<file path="config.mk">
export PLATFORM = sky130hd
export DESIGN_NAME = led_ring_clock_hands_render_unit
export DESIGN_NICKNAME = d
export VERILOG_FILES = /design/src/hw/rtl/lrch_pkg.sv /design/src/hw/rtl/led_ring_clock_hands_render_unit.sv /design/src/hw/rtl/lrch_frame.sv /design/src/hw/rtl/lrch_pixel.sv
export SDC_FILE = /design/constraint.sdc
export NUM_CORES = 2
export LEC_CHECK = 0
export ABC_AREA = 1
export BUFFER_PORTS_ARGS = -buffer_cell sky130_fd_sc_hd__clkbuf_2
export CAP_MARGIN = 0
export CORE_MARGIN = 3
export CORE_UTILIZATION = 45
export CTS_BUF_LIST = sky130_fd_sc_hd__clkbuf_8
export DETAILED_ROUTE_END_ITERATION = 10
export PLACE_DENSITY_LB_ADDON = 0.12
export SYNTH_ARGS = -nofsm -noshare
export SYNTH_HDL_FRONTEND = slang
export SYNTH_HIERARCHICAL = 1
export SYNTH_SLANG_ARGS = --single-unit
</file>
<file path="constraint.sdc">
create_clock -name i_clk -period 11.2 [get_ports i_clk]
set_clock_uncertainty 0.2 [all_clocks]
set_input_delay 1.12 -clock i_clk [delete_from_list [all_inputs] [get_ports i_clk]]
set_output_delay 1.12 -clock i_clk [all_outputs]
set_load 0.01 [all_outputs]
</file>
<file path="src/hw/rtl/lrch_pkg.sv">
// Shared constants, types and tables for the ring clock-hand renderer.
package lrch_pkg;

    localparam int RING_LEDS      = 24;
    localparam int LED_W          = 5;
    localparam int STATUS_LED_POS = 12;
    localparam int TAIL_LEN       = 6;

    localparam logic [1:0] ST_NONE  = 2'd0;
    localparam logic [1:0] ST_WORK  = 2'd1;
    localparam logic [1:0] ST_CAL   = 2'd2;
    localparam logic [1:0] ST_FAULT = 2'd3;

    // Per-frame parameters computed once per accepted time sample.
    typedef struct packed {
        logic [LED_W-1:0] m_cur;
        logic [LED_W-1:0] m_nxt;
        logic [7:0]       m_cl;
        logic [7:0]       m_nl;
        logic             comet;
        logic [LED_W-1:0] h_cur;
        logic [LED_W-1:0] head;
        logic [7:0]       frac;
        logic [1:0]       st;
        logic [7:0]       b;
    } t_frame;

    function automatic logic [7:0] sq_lut(input logic [4:0] k);
        logic [7:0] v;
        unique case (k)
            5'd0: v = 8'd0;     5'd1: v = 8'd2;     5'd2: v = 8'd10;
            5'd3: v = 8'd21;    5'd4: v = 8'd37;    5'd5: v = 8'd57;
            5'd6: v = 8'd79;    5'd7: v = 8'd103;   5'd8: v = 8'd128;
            5'd9: v = 8'd152;   5'd10: v = 8'd176;  5'd11: v = 8'd198;
            5'd12: v = 8'd218;  5'd13: v = 8'd234;  5'd14: v = 8'd245;
            5'd15: v = 8'd253;  default: v = 8'd255;
        endcase
        return v;
    endfunction

    function automatic logic [7:0] tail_lut(input logic [2:0] t);
        logic [7:0] v;
        unique case (t)
            3'd0: v = 8'd255;   3'd1: v = 8'd170;   3'd2: v = 8'd115;
            3'd3: v = 8'd85;    3'd4: v = 8'd75;    3'd5: v = 8'd65;
            default: v = 8'd60;
        endcase
        return v;
    endfunction

    // x / 255 for x below 65280
    function automatic logic [7:0] div255(input logic [15:0] x);
        logic [16:0] q;
        q = ({1'b0, x} + 17'd1 + {9'd0, x[15:8]}) >> 8;
        return q[7:0];
    endfunction

endpackage

</file>
<file path="src/hw/rtl/led_ring_clock_hands_render_unit.sv">
// Top level of the ring clock-hand renderer.
// A start transfer passes the frame pipeline, LED counter and both shader stages before
// the first pixel strobe; then one pixel per cycle, 24 per frame, from the single shader.
// busy stays high after each start until the gap counter runs down, so the next frame
// reaches the LED counter in the cycle the previous frame's last LED enters the shader.
// Reset is synchronous and clears all valid bits, the LED counter and busy.
module led_ring_clock_hands_render_unit (
    input  logic        i_clk,
    input  logic        i_rst_n,
    input  logic        start,
    output logic        busy,
    input  logic [4:0]  i_hour_of_day,
    input  logic [5:0]  i_minute_of_hour,
    input  logic [5:0]  i_second_of_minute,
    input  logic [9:0]  i_milli_of_second,
    input  logic [1:0]  i_status_code,
    input  logic [31:0] i_status_time_ms,
    output logic        o_strobe,
    output logic [4:0]  o_led_index,
    output logic [7:0]  o_red_level,
    output logic [7:0]  o_green_level,
    output logic [7:0]  o_blue_level,
    output logic        o_last_pixel
);
    import lrch_pkg::*;

    logic   f_valid;
    t_frame f_frame;
    t_frame r_frame;
    logic   r_run;
    logic [LED_W-1:0] r_led;
    logic [LED_W-1:0] r_gap;
    logic   accept;

    // space transfers one frame sweep apart so a finished frame never waits
    assign busy   = (r_gap != '0);
    assign accept = start && !busy;

    lrch_frame u_frame (
        .i_clk   (i_clk),
        .i_rst_n (i_rst_n),
        .i_valid (accept),
        .i_hour  (i_hour_of_day),
        .i_min   (i_minute_of_hour),
        .i_sec   (i_second_of_minute),
        .i_ms    (i_milli_of_second),
        .i_st    (i_status_code),
        .i_stt   (i_status_time_ms),
        .o_valid (f_valid),
        .o_frame (f_frame)
    );

    // sweep the LED counter over each frame that leaves the parameter pipeline
    always_ff @(posedge i_clk) begin
        if (!i_rst_n) begin
            r_gap <= '0;
            r_run <= 1'b0;
            r_led <= '0;
        end else begin
            if (accept) begin
                r_gap <= LED_W'(RING_LEDS - 1);
            end else if (r_gap != '0) begin
                r_gap <= r_gap - 1'b1;
            end
            if (f_valid) begin
                r_run <= 1'b1;
                r_led <= '0;
            end else if (r_run && r_led != LED_W'(RING_LEDS - 1)) begin
                r_led <= r_led + 1'b1;
            end else begin
                r_run <= 1'b0;
            end
        end
        if (f_valid) r_frame <= f_frame;
    end

    lrch_pixel u_pixel (
        .i_clk   (i_clk),
        .i_rst_n (i_rst_n),
        .i_valid (r_run),
        .i_frame (r_frame),
        .i_led   (r_led),
        .i_last  (r_led == LED_W'(RING_LEDS - 1)),
        .o_valid (o_strobe),
        .o_led   (o_led_index),
        .o_r     (o_red_level),
        .o_g     (o_green_level),
        .o_b     (o_blue_level),
        .o_last  (o_last_pixel)
    );

endmodule

</file>
<file path="src/hw/rtl/lrch_frame.sv">
// Pipelined per-frame parameter computation: hand positions, fade, comet, breathing.
module lrch_frame (
    input  logic              i_clk,
    input  logic              i_rst_n,
    input  logic              i_valid,
    input  logic [4:0]        i_hour,
    input  logic [5:0]        i_min,
    input  logic [5:0]        i_sec,
    input  logic [9:0]        i_ms,
    input  logic [1:0]        i_st,
    input  logic [31:0]       i_stt,
    output logic              o_valid,
    output lrch_pkg::t_frame  o_frame
);
    import lrch_pkg::*;

    // stage 1: elapsed times, status phase start
    logic        r_v1, n_v1;
    logic [21:0] r_mel;
    logic [25:0] r_hel;
    logic [1:0]  r_st1;
    logic [31:0] r_stt1;
    logic [9:0]  ms_c;
    logic [3:0]  hmod;

    always_comb begin
        n_v1 = i_valid;
        ms_c = (i_ms > 10'd999) ? 10'd999 : i_ms;
        hmod = (i_hour >= 5'd24) ? 4'(i_hour - 5'd24) :
               (i_hour >= 5'd12) ? 4'(i_hour - 5'd12) : i_hour[3:0];
    end

    always_ff @(posedge i_clk) begin
        if (!i_rst_n) begin
            r_v1 <= 1'b0;
        end else begin
            r_v1 <= n_v1;
        end
        r_mel  <= 22'(i_min) * 22'd60000 + 22'(i_sec) * 22'd1000 + 22'(ms_c);
        r_hel  <= 26'(hmod) * 26'd3600000 + 26'(i_min) * 26'd60000
                  + 26'(i_sec) * 26'd1000 + 26'(ms_c);
        r_st1  <= i_st;
        r_stt1 <= i_stt;
    end

    // stage 2: quotient/remainder by step sizes, status phase mod 3400
    logic        r_v2;
    logic [4:0]  r_mq;
    logic [17:0] r_mph;
    logic [3:0]  r_hq;
    logic [21:0] r_hph;
    logic [1:0]  r_st2;
    logic [11:0] ph;
    logic [4:0]  mq;
    logic [3:0]  hq;
    logic [31:0] squot;

    always_comb begin
        mq = 5'd0;
        for (int k = 1; k <= 25; k++)
            if (r_mel >= 22'(k * 150000)) mq = 5'(k);
        hq = 4'd0;
        for (int k = 1; k <= 12; k++)
            if (r_hel >= 26'(k * 3600000)) hq = 4'(k);
        // floor(t/3400) via reciprocal; may come out one short, fixed below
        squot = 32'((64'(r_stt1) * 64'd1293543091) >> 42);
    end

    logic [31:0] r_sq;
    logic [31:0] r_srem;
    always_ff @(posedge i_clk) begin
        if (!i_rst_n) begin
            r_v2 <= 1'b0;
        end else begin
            r_v2 <= r_v1;
        end
        r_mq   <= mq;
        r_mph  <= 18'(r_mel - 22'(32'(mq) * 32'd150000));
        r_hq   <= hq;
        r_hph  <= 22'(r_hel - 26'(32'(hq) * 32'd3600000));
        r_st2  <= r_st1;
        r_sq   <= squot;
        r_srem <= r_stt1;
    end

    logic [43:0] rem_full;
    always_comb begin
        rem_full = 44'(r_srem) - 44'(r_sq) * 44'd3400;
        ph = 12'(rem_full >= 44'd3400 ? rem_full - 44'd3400 : rem_full);
    end

    // stage 3: fade offset, comet travel, status wave products
    logic        r_v3;
    logic [4:0]  r_mq3;
    logic        r_fade;
    logic [13:0] r_sc;
    logic [1:0]  r_st3;
    logic [3:0]  r_hq3;
    logic        r_comet;
    logic [22:0] r_trav;
    logic [19:0] r_bnum;
    logic        r_brise, r_bzero;
    logic [9:0]  p;

    always_comb p = 10'(r_mph - 18'd149000);

    always_ff @(posedge i_clk) begin
        if (!i_rst_n) begin
            r_v3 <= 1'b0;
        end else begin
            r_v3 <= r_v2;
        end
        r_mq3   <= r_mq;
        r_fade  <= r_mph >= 18'd149000;
        r_sc    <= 14'(p) * 14'd16;
        r_hq3   <= r_hq;
        r_comet <= r_hph < 22'd1200;
        // 25 steps of 255 over 1200 ms is exactly 85/16 per ms
        r_trav  <= 23'((32'(r_hph[10:0]) * 32'd85) >> 4);
        r_st3   <= r_st2;
        r_bzero <= ph >= 12'd1300;
        r_brise <= ph <= 12'd500;
        r_bnum  <= (ph <= 12'd500) ? 20'(ph) * 20'd255 : 20'(12'd1300 - ph) * 20'd255;
    end

    // stage 4: divisions by constants
    logic        r_v4;
    logic [4:0]  r_mq4;
    logic        r_fade4;
    logic [3:0]  r_k;
    logic [9:0]  r_r;
    logic [1:0]  r_st4;
    logic [3:0]  r_hq4;
    logic        r_comet4;
    logic [4:0]  r_steps;
    logic [7:0]  r_frac;
    logic [7:0]  r_b;
    logic [13:0] kq;
    logic [13:0] tq;

    always_comb begin
        kq = 14'((32'(r_sc) * 32'd16778) >> 24);
        if (r_sc - 14'(32'(kq) * 32'd1000) >= 14'd1000) kq = kq + 14'd1;
        tq = 14'((40'(r_trav) * 40'd8421505) >> 31);
        if (23'(r_trav - 23'(32'(tq) * 32'd255)) >= 23'd255) tq = tq + 14'd1;
    end

    always_ff @(posedge i_clk) begin
        if (!i_rst_n) begin
            r_v4 <= 1'b0;
        end else begin
            r_v4 <= r_v3;
        end
        r_mq4    <= r_mq3;
        r_fade4  <= r_fade;
        r_k      <= kq[3:0];
        r_r      <= 10'(r_sc - 14'(32'(kq) * 32'd1000));
        r_st4    <= r_st3;
        r_hq4    <= r_hq3;
        r_comet4 <= r_comet;
        r_steps  <= 5'(tq);
        r_frac   <= 8'(r_trav - 23'(32'(tq) * 32'd255));
        r_b      <= r_bzero ? 8'd0 :
                    r_brise ? 8'((32'(r_bnum) * 32'd33555) >> 24) :
                              8'(r_bnum >> 3 > 0 ? (32'(r_bnum) * 32'd20972) >> 24 : 0);
    end

    // stage 5: interpolation product, hour hand and comet head positions
    logic        r_v5;
    logic [4:0]  r_mq5;
    logic        r_fade5;
    logic [7:0]  r_lo;
    logic [17:0] r_ip;
    t_frame      r_f5;
    logic [7:0]  lo, hi;
    logic [4:0]  prev, hd, hc;
    logic [5:0]  hsum;

    always_comb begin
        lo = sq_lut({1'b0, r_k});
        hi = sq_lut(5'(r_k) + 5'd1);
        // hour 12 of the elapsed count wraps back to LED 0
        hc = (r_hq4 == 4'd12) ? 5'd0 : 5'(r_hq4) * 5'd2;
        prev = (hc >= 5'd2) ? hc - 5'd2 : 5'(hc + 5'd22);
        hsum = 6'(prev) + 6'(r_steps);
        hd = (hsum >= 6'd24) ? 5'(hsum - 6'd24) : hsum[4:0];
    end

    always_ff @(posedge i_clk) begin
        if (!i_rst_n) begin
            r_v5 <= 1'b0;
        end else begin
            r_v5 <= r_v4;
        end
        r_mq5   <= r_mq4;
        r_fade5 <= r_fade4;
        r_lo    <= lo;
        r_ip    <= 18'(hi - lo) * 18'(r_r);
        r_f5.comet <= r_comet4;
        r_f5.h_cur <= hc;
        r_f5.head  <= hd;
        r_f5.frac  <= r_frac;
        r_f5.st    <= r_st4;
        r_f5.b     <= r_b;
        r_f5.m_cur <= '0;
        r_f5.m_nxt <= '0;
        r_f5.m_cl  <= '0;
        r_f5.m_nl  <= '0;
    end

    // stage 6: final minute-hand levels
    logic [7:0] nl;
    logic [4:0] mc;
    t_frame     n_frame;
    always_comb begin
        nl = 8'(r_lo + 8'((32'(r_ip) * 32'd16778) >> 24));
        if (32'(r_ip) - ((32'(r_ip) * 32'd16778) >> 24) * 32'd1000 >= 32'd1000) nl = nl + 8'd1;
        mc = (r_mq5 >= 5'd24) ? r_mq5 - 5'd24 : r_mq5;
        n_frame       = r_f5;
        n_frame.m_cur = mc;
        n_frame.m_nxt = (mc == 5'd23) ? 5'd0 : mc + 5'd1;
        n_frame.m_nl  = r_fade5 ? nl : 8'd0;
        n_frame.m_cl  = r_fade5 ? 8'(8'd255 - nl) : 8'd255;
    end

    always_ff @(posedge i_clk) begin
        if (!i_rst_n) begin
            o_valid <= 1'b0;
        end else begin
            o_valid <= r_v5;
        end
        o_frame <= n_frame;
    end

endmodule

</file>
<file path="src/hw/rtl/lrch_pixel.sv">
// Per-LED pixel shading: comet, hands, mixing and status overlay.
module lrch_pixel (
    input  logic              i_clk,
    input  logic              i_rst_n,
    input  logic              i_valid,
    input  lrch_pkg::t_frame  i_frame,
    input  logic [4:0]        i_led,
    input  logic              i_last,
    output logic              o_valid,
    output logic [4:0]        o_led,
    output logic [7:0]        o_r,
    output logic [7:0]        o_g,
    output logic [7:0]        o_b,
    output logic              o_last
);
    import lrch_pkg::*;

    // stage A: per-LED comet products and hand levels
    logic        r_va;
    logic [4:0]  r_led;
    logic        r_last;
    t_frame      r_f;
    logic [7:0]  r_h;
    logic [7:0]  r_m;
    logic [7:0]  h_lvl;
    logic [7:0]  cur, sh;
    logic [4:0]  d, dn;
    logic [2:0]  t;

    always_comb begin
        h_lvl = 8'd0;
        cur   = 8'd0;
        sh    = 8'd0;
        t     = 3'd0;
        d  = (i_frame.head >= i_led) ? i_frame.head - i_led : 5'(i_frame.head + 5'd24 - i_led);
        dn = (d == 5'd23) ? 5'd0 : d + 5'd1;
        if (i_frame.comet) begin
            // own-tail level at distance d, shed from neighbor at distance d+1
            if (d <= 5'd6) begin
                t = d[2:0];
                cur = (d == 5'd0) ? 8'd255
                      : div255(16'(tail_lut(t)) * 16'(8'd255 - i_frame.frac));
                if (cur > h_lvl) h_lvl = cur;
            end
            if (dn <= 5'd6 && (dn == 5'd0 || d != 5'd0)) begin
                t = dn[2:0];
                sh = div255(16'(tail_lut(t)) * 16'(i_frame.frac));
                if (sh > h_lvl) h_lvl = sh;
            end
        end else if (i_led == i_frame.h_cur) begin
            h_lvl = 8'd255;
        end
    end

    always_ff @(posedge i_clk) begin
        if (!i_rst_n) begin
            r_va <= 1'b0;
        end else begin
            r_va <= i_valid;
        end
        r_led  <= i_led;
        r_last <= i_last;
        r_f    <= i_frame;
        r_h    <= h_lvl;
        r_m    <= (i_led == i_frame.m_cur) ? i_frame.m_cl :
                  (i_led == i_frame.m_nxt) ? i_frame.m_nl : 8'd0;
    end

    // stage B: mix and overlay
    logic [7:0] pr, pg, pb, l;
    logic       white;
    always_comb begin
        l = (r_h > r_m) ? r_h : r_m;
        if (r_h != 8'd0 && r_m != 8'd0) begin
            pr = 8'd0; pg = l; pb = 8'(({1'b0, l} + 9'd1) >> 1);
        end else if (r_h != 8'd0) begin
            pr = r_h; pg = r_h; pb = r_h;
        end else begin
            pr = 8'd0; pg = r_m; pb = 8'd0;
        end
        white = pr != 8'd0 && pr == pg && pg == pb;
        if (r_led == 5'(STATUS_LED_POS) && r_f.st != ST_NONE) begin
            if (r_f.st == ST_FAULT) begin
                pr = r_f.b; pg = 8'd0; pb = 8'd0;
            end else if (!white) begin
                pr = 8'd0; pg = r_f.b; pb = (r_f.st == ST_CAL) ? r_f.b : 8'd0;
            end
        end
    end

    always_ff @(posedge i_clk) begin
        if (!i_rst_n) begin
            o_valid <= 1'b0;
        end else begin
            o_valid <= r_va;
        end
        o_led  <= r_led;
        o_last <= r_last;
        o_r    <= pr;
        o_g    <= pg;
        o_b    <= pb;
    end

endmodule

</file>
# Word level (Yosys, flattened, before mapping)
# Memory sizes are Yosys's and may differ from the RTL's. A register that Yosys moved wholly into a read port is not among the register bits.
# Index checks and enable logic that the tools add are counted.
# totals
ff_bits	545
latch_bits	0
mem_bits_rw	0
rom_bits	256
output_inout_bits	32
mem_count	2
# op_classes
n_addsub	43
n_mul	25
div	0
order_cmp	58
n_eq_ne	24
shifts	0
n_mux	90
bitwise_logic	1
n_reduce_logical	22
# mem_list
memory	words	word_bits	read_ports	rd_ports_with_merged_regs	write_ports	line_no	text
(name not given)	16	8	1	1	0	lrch_pkg.sv:30	unique case (k)
(name not given)	16	8	1	0	0	lrch_pkg.sv:30	
# ops
operator	n
two-way mux 8 bit	34
>= comparator 22 bit, second input constant	12
two-way mux 5 bit	32
>= comparator 22 x 21 -> 1 bit, second input constant	7
>= comparator 26 x 25 -> 1 bit, second input constant	5
case mux 8 bit (6 select lines)	2
>= comparator 26 bit, second input constant	3
>= comparator 22 x 20 -> 1 bit, second input constant	3
multiplier 32 x 31 -> 63 bit, second input constant	1
>= comparator 26 x 24 -> 1 bit, second input constant	2
>= comparator 22 x 19 -> 1 bit, second input constant	2
>= comparator 44 x 12 -> 1 bit, second input constant	1
multiplier 14 x 24 -> 38 bit, second input constant	1
multiplier 6 x 11 -> 17 bit, second input constant	2
subtractor 32 x 33 -> 34 bit	1
adder 16 x 1 -> 16 bit, second input constant	2
adder 16 x 8 -> 16 bit	2
>= comparator 32 x 10 -> 1 bit, second input constant	1
multiplier 20 x 16 -> 32 bit, second input constant	1
subtractor 18 x 32 -> 32 bit	1
multiplier 18 x 14 -> 31 bit, second input constant	1
multiplier 20 x 13 -> 30 bit, second input constant	1
multiplier 21 x 9 -> 30 bit, second input constant	1
two-way mux 14 bit	2
other kinds (94)	143

# Logic depth before layout (Yosys ltp)
# depth
ltp_word	28
ltp_mapped	72

# Modules after synthesis
# Netlist, hierarchy kept.
# modules_own_cells
mod	instances	cells_each	area_per_inst_um2
lrch_frame	1	8309	71652.5
lrch_pixel	1	1258	8818.5
led_ring_clock_hands_render_unit	1	136	2215.9

# Worst setup path before layout
# Ideal clock, no wire load.
# synth_timing
path_type	register -> register
startpoint	reg u_frame.r_sq[3]
endpoint	reg u_frame.r_bnum[18]
setup_time_ns	0.058
arrival_time_ns	11.815
required_ns	10.942
setup_slack_ns	-0.873
stages_incl_launch_ff	68
period_less_slack_ns	12.073
path_cell_list	dfxtp_1 -> ha_1 -> fa_1 -> fa_1 -> inv_1 -> fa_1 -> inv_1 -> ha_1 -> nand2_1 -> inv_1 -> nand4_1 -> o211ai_1 -> a21boi_0 -> o21ai_0 -> a21boi_0 -> o21ai_0 -> a21boi_0 -> o21ai_0 -> [... 32 more ...] -> fa_1 -> fa_1 -> inv_1 -> fa_1 -> inv_1 -> ha_1 -> a21oi_1 -> inv_1 -> a31oi_1 -> o21ai_0 -> nand2_1 -> inv_1 -> nor2_1 -> nor2_1 -> nor2_1 -> xnor2_1 -> nand2_1 -> nand2_1
# synth_via
elab_chain_len	7
elab_cells_between_ends	10
cone_classes	add/sub: 3; mul: 3; order compare: 2; mux: 2
# synth_lines
element	line_no	text
start: declaration	lrch_frame.sv:69	logic [31:0] r_sq;
start signal: assignment	lrch_frame.sv:82	r_sq <= squot;
multiplier 21 x 9 -> 30 bit *	lrch_frame.sv:88	rem_full = 44'(r_srem) - 44'(r_sq) * 44'd3400;
subtractor 32 x 33 -> 34 bit *	lrch_frame.sv:88	
>= comparator 44 x 12 -> 1 bit or subtractor 12 bit (tied branches)	lrch_frame.sv:89	ph = 12'(rem_full >= 44'd3400 ? rem_full - 44'd3400 : rem_full);
two-way mux 12 bit *	lrch_frame.sv:89	
subtractor 11 x 12 -> 13 bit	lrch_frame.sv:123	r_bnum <= (ph <= 12'd500) ? 20'(ph) * 20'd255 : 20'(12'd1300 - ph) * 20'd255;
multiplier 20 x 8 -> 20 bit	lrch_frame.sv:123	
two-way mux 20 bit *	lrch_frame.sv:123	
end signal: assignment	lrch_frame.sv:123	
end: declaration	lrch_frame.sv:101	logic [19:0] r_bnum;
# Every way passes the cells marked *; elsewhere a longest branch is shown, timed or not.
# A chain may end at the register's enable or synchronous reset.

# Worst setup path in the final report
# layout_timing
startpoint	reg u_frame.r_sq[7]
endpoint	reg u_frame.r_bnum[18]
# Same word-level chain as after synthesis.

==> summary.txt <==
Status
  • Status: finished clean

Yosys
  • Synth cell types: 74
  • Register bit total from synthesis: between 500 and 600
  • Post-synth top cells: inv_1 (2,604), ha_1 (1,695), nand2_1 (1,188)
  • Mapped Nets: roughly 12,000
  • Main flop type after synthesis: dfxtp_1
  • Share of the synthesized area in the top cell type: around 26%
  • Avg Cell Area, Syn: approximately 8.5 um^2
  • Yosys Warn Count: 6
  • Post-synth EDFFs: 55
  • Top-count cell post-synth: inv_1
  • Syn Inst Count: 9,703
  • Asr flop ratio synth: 0%
  • Synth top area cells: ha_1 (26%), fa_1 (25%), inv_1 (12%), dfxtp_1 (12%), nand2_1 (5.4%)
  • Post-synthesis sequential area ratio: between 10 and 15%
  • Netlist Area Pre-Place: 82,700 um^2
  • Yosys top cell by area: ha_1

Hold path
  • HP Class: reg2reg
  • Worst Hold End: u_frame/o_frame[3]
  • Hold_sp: u_frame/n_frame[3]
  • Hold Path Depth: 0

Die
  • Starting density of the core: 45.5%
  • IO Pins: 96
  • Vert. Die Dim: approximately 430 um
  • Die width: approximately 430 um
  • Placeable Area: 182,000 um^2
  • Die Area: 189,000 um^2
  • Row cnt: between 150 and 200

Setup path
  • R2r worst-path depth: 64
  • Crit path buf inv count: 15
  • Crit path DAT: 11,600 ps
  • WS Path Type: reg2reg
  • Worst Setup Start Kind: flip-flop
  • CP Max Fanout: 4
  • Crit Reg-Reg Endpoint: u_frame/r_bnum[18]
  • R2R setup slack: between 100 and 150 ps
  • Largest delay share family, worst path: adder cells
  • Data required, critical path: between 10,000 and 15,000 ps
  • CP Capture Type: flip-flop
  • Reg2reg start: u_frame/r_sq[7]
  • Critical path's largest stage delay: about 570 ps
  • CP Depth: 64
  • Slowest stage cell on the critical path: fa_1

GRT
  • First-pass GRT wire length: roughly 340,000 um
  • Tot GR Track Use: between 20 and 25%
  • Grt ovf: 0
  • Vias in the first global route: 65,000
  • Largest net degree at the start of global routing: 48
  • Initial antenna violation count: 5

Place
  • Final HPWL DP: about 180,000 um
  • GPL Wtd Cong: ~0.90
  • Dpl cells: 12,500
  • Input/output buffers: 95

CTS
  • Num Clock Sinks: ~530
  • Root Driver: clkbuf_8
  • Hold-fix buffer count after cts: 0
  • Num CTS Buffers: 96
  • Clk buf depth: 3
  • H-tree Lvls: 3
  • Clk_lat worst skew: between 800 and 900 ps
  • CTS tree: yes
  • Worst-path clk slew: 70 ps

Route
  • Drt first-iter violations: ~3,000
  • Routed Antenna Nets: 0
  • DRC errors left: 0
  • Via count: around 63,000
  • Drt via density: between 4 and 5
  • DR pass1 iterations: 8
  • Overall routed net length: ~210,000 um
  • Routed len/inst: between 15 and 20 um

Run
  • MaxCap Viol Count: 0

Final layout
  • Post-Route Utilization: approximately half
  • Layout net count: about 13,000
  • Non-Filler Instances: 12,800
  • Share of cells above drive strength 1: between 10% and 20%
  • Area grow syn2layout: 12.4%

STA
  • Final setup violation count: 0
  • Slew @ Worst Pin: 1020 ps
  • Final Max Tran Viols: 0
  • Final Hold Viols: 0
  • Worst hold margin: 82.1 ps
  • Max Clock Freq: roughly 0.09 GHz
  • RSZ-0062 raised after global routing: true
  • Setup_tns: 0 ps
  • Final min period: about 11,000 ps
  • Tcrit/Tclk final: 98.9%
  • Relative slew slack: 31.9%
## area by class of cell
type / count / area [um^2]
multi-input cells: 6500 / 62900
clock buffers: 112 / 1540
flip-flops and latches: 533 / 11300
clock inverters: 64 / 676
diodes: 2 / 5.00
repair buffers: 504 / 3630
inverters: 2630 / 9880
fillers: 17300 / 88800
well taps: 2449 / 3060
## metal layers
metal | GRT usage [%] | part of all wire [%] | vias up
met5 | 0 | 0 | -
met4 | 6.36 | 2.7 | 0
met3 | 1.94 | 3.3 | 240
met2 | 38.6 | 48 | 1042
met1 | 30.1 | 46 | 30100
li1 | - | - | 31400
## flip-flops by register name (all words and copies together), names as in the netlist, 10 cells and up
signal / cells
u_frame/n_frame: 28
u_frame/r_sc: 10
u_frame/r_ip: 15
u_frame/r_bnum: 20
u_frame/o_frame: 54
u_frame/r_srem: 32
r_frame: 55
u_frame/r_mel: 16
u_frame/r_hph: 22
u_frame/r_trav: 14
u_frame/r_hel: 26
u_pixel/r_f: 10
u_frame/r_mph: 14
u_frame/r_sq: 21
u_frame/r_stt1: 32
## metrics by stage
step / setup slack [ps] / cell area [um^2]
after global placement: -530 / 88600
final: 124 / 92900
after floorplan: 39.5 / 82800
after detailed placement: -529 / 88600
after CTS: 10.3 / 91800
after global routing: -429 / 92900
## cells by family after synthesis
logic type	Yosys count	synth area share, %
buffers and inverters	2670	12.2
AND/OR/NAND/NOR	2262	11.7
other	1	0.00454
XOR/XNOR	393	4.22
flip-flops	533	13.6
AO/OA/AOI/OAI	1113	7.64
adder cells (fa/ha/maj)	2731	50.7
## worst max path at each step
stage | from | to | slack [ps]
3_5_place_dp | u_frame/r_sq[6] | u_frame/r_bnum[18] | -530
3_3_place_gp | u_frame/r_sq[6] | u_frame/r_bnum[18] | -530
5_1_grt | u_frame/r_sq[6] | u_frame/r_bnum[18] | -430
6_report | u_frame/r_sq[7] | u_frame/r_bnum[18] | 120
4_1_cts | u_frame/r_sc[13] | u_frame/r_r[9] | 10
2_1_floorplan | u_frame/r_sq[6] | u_frame/r_bnum[18] | 40
## cell usage in the layout, fill, tap and decap left out, types with 38 or more instances in the layout
cell	n
nand2_2	51
nand2_1	1146
xor2_1	268
ha_1	1655
clkbuf_2	95
nand4_1	91
edfxtp_1	55
nand3_1	238
clkbuf_8	112
inv_1	2589
nor3_1	56
nor2_1	498
a31oi_1	38
o21bai_1	54
o21ai_1	42
fa_1	1030
inv_2	55
buf_4	390
dfxtp_1	460
xnor2_1	105
o21ai_0	242
a21oi_1	483
## repair_timing
item                       in CTS  in global routing
pin swaps                      86                151
setup endpoints to repair      10                 32
gates resized for setup        96                242
setup buffers                  71                 23
Power is not shown: default switching activity piles up to over one toggle a cycle in this logic, so the estimate is an artifact.
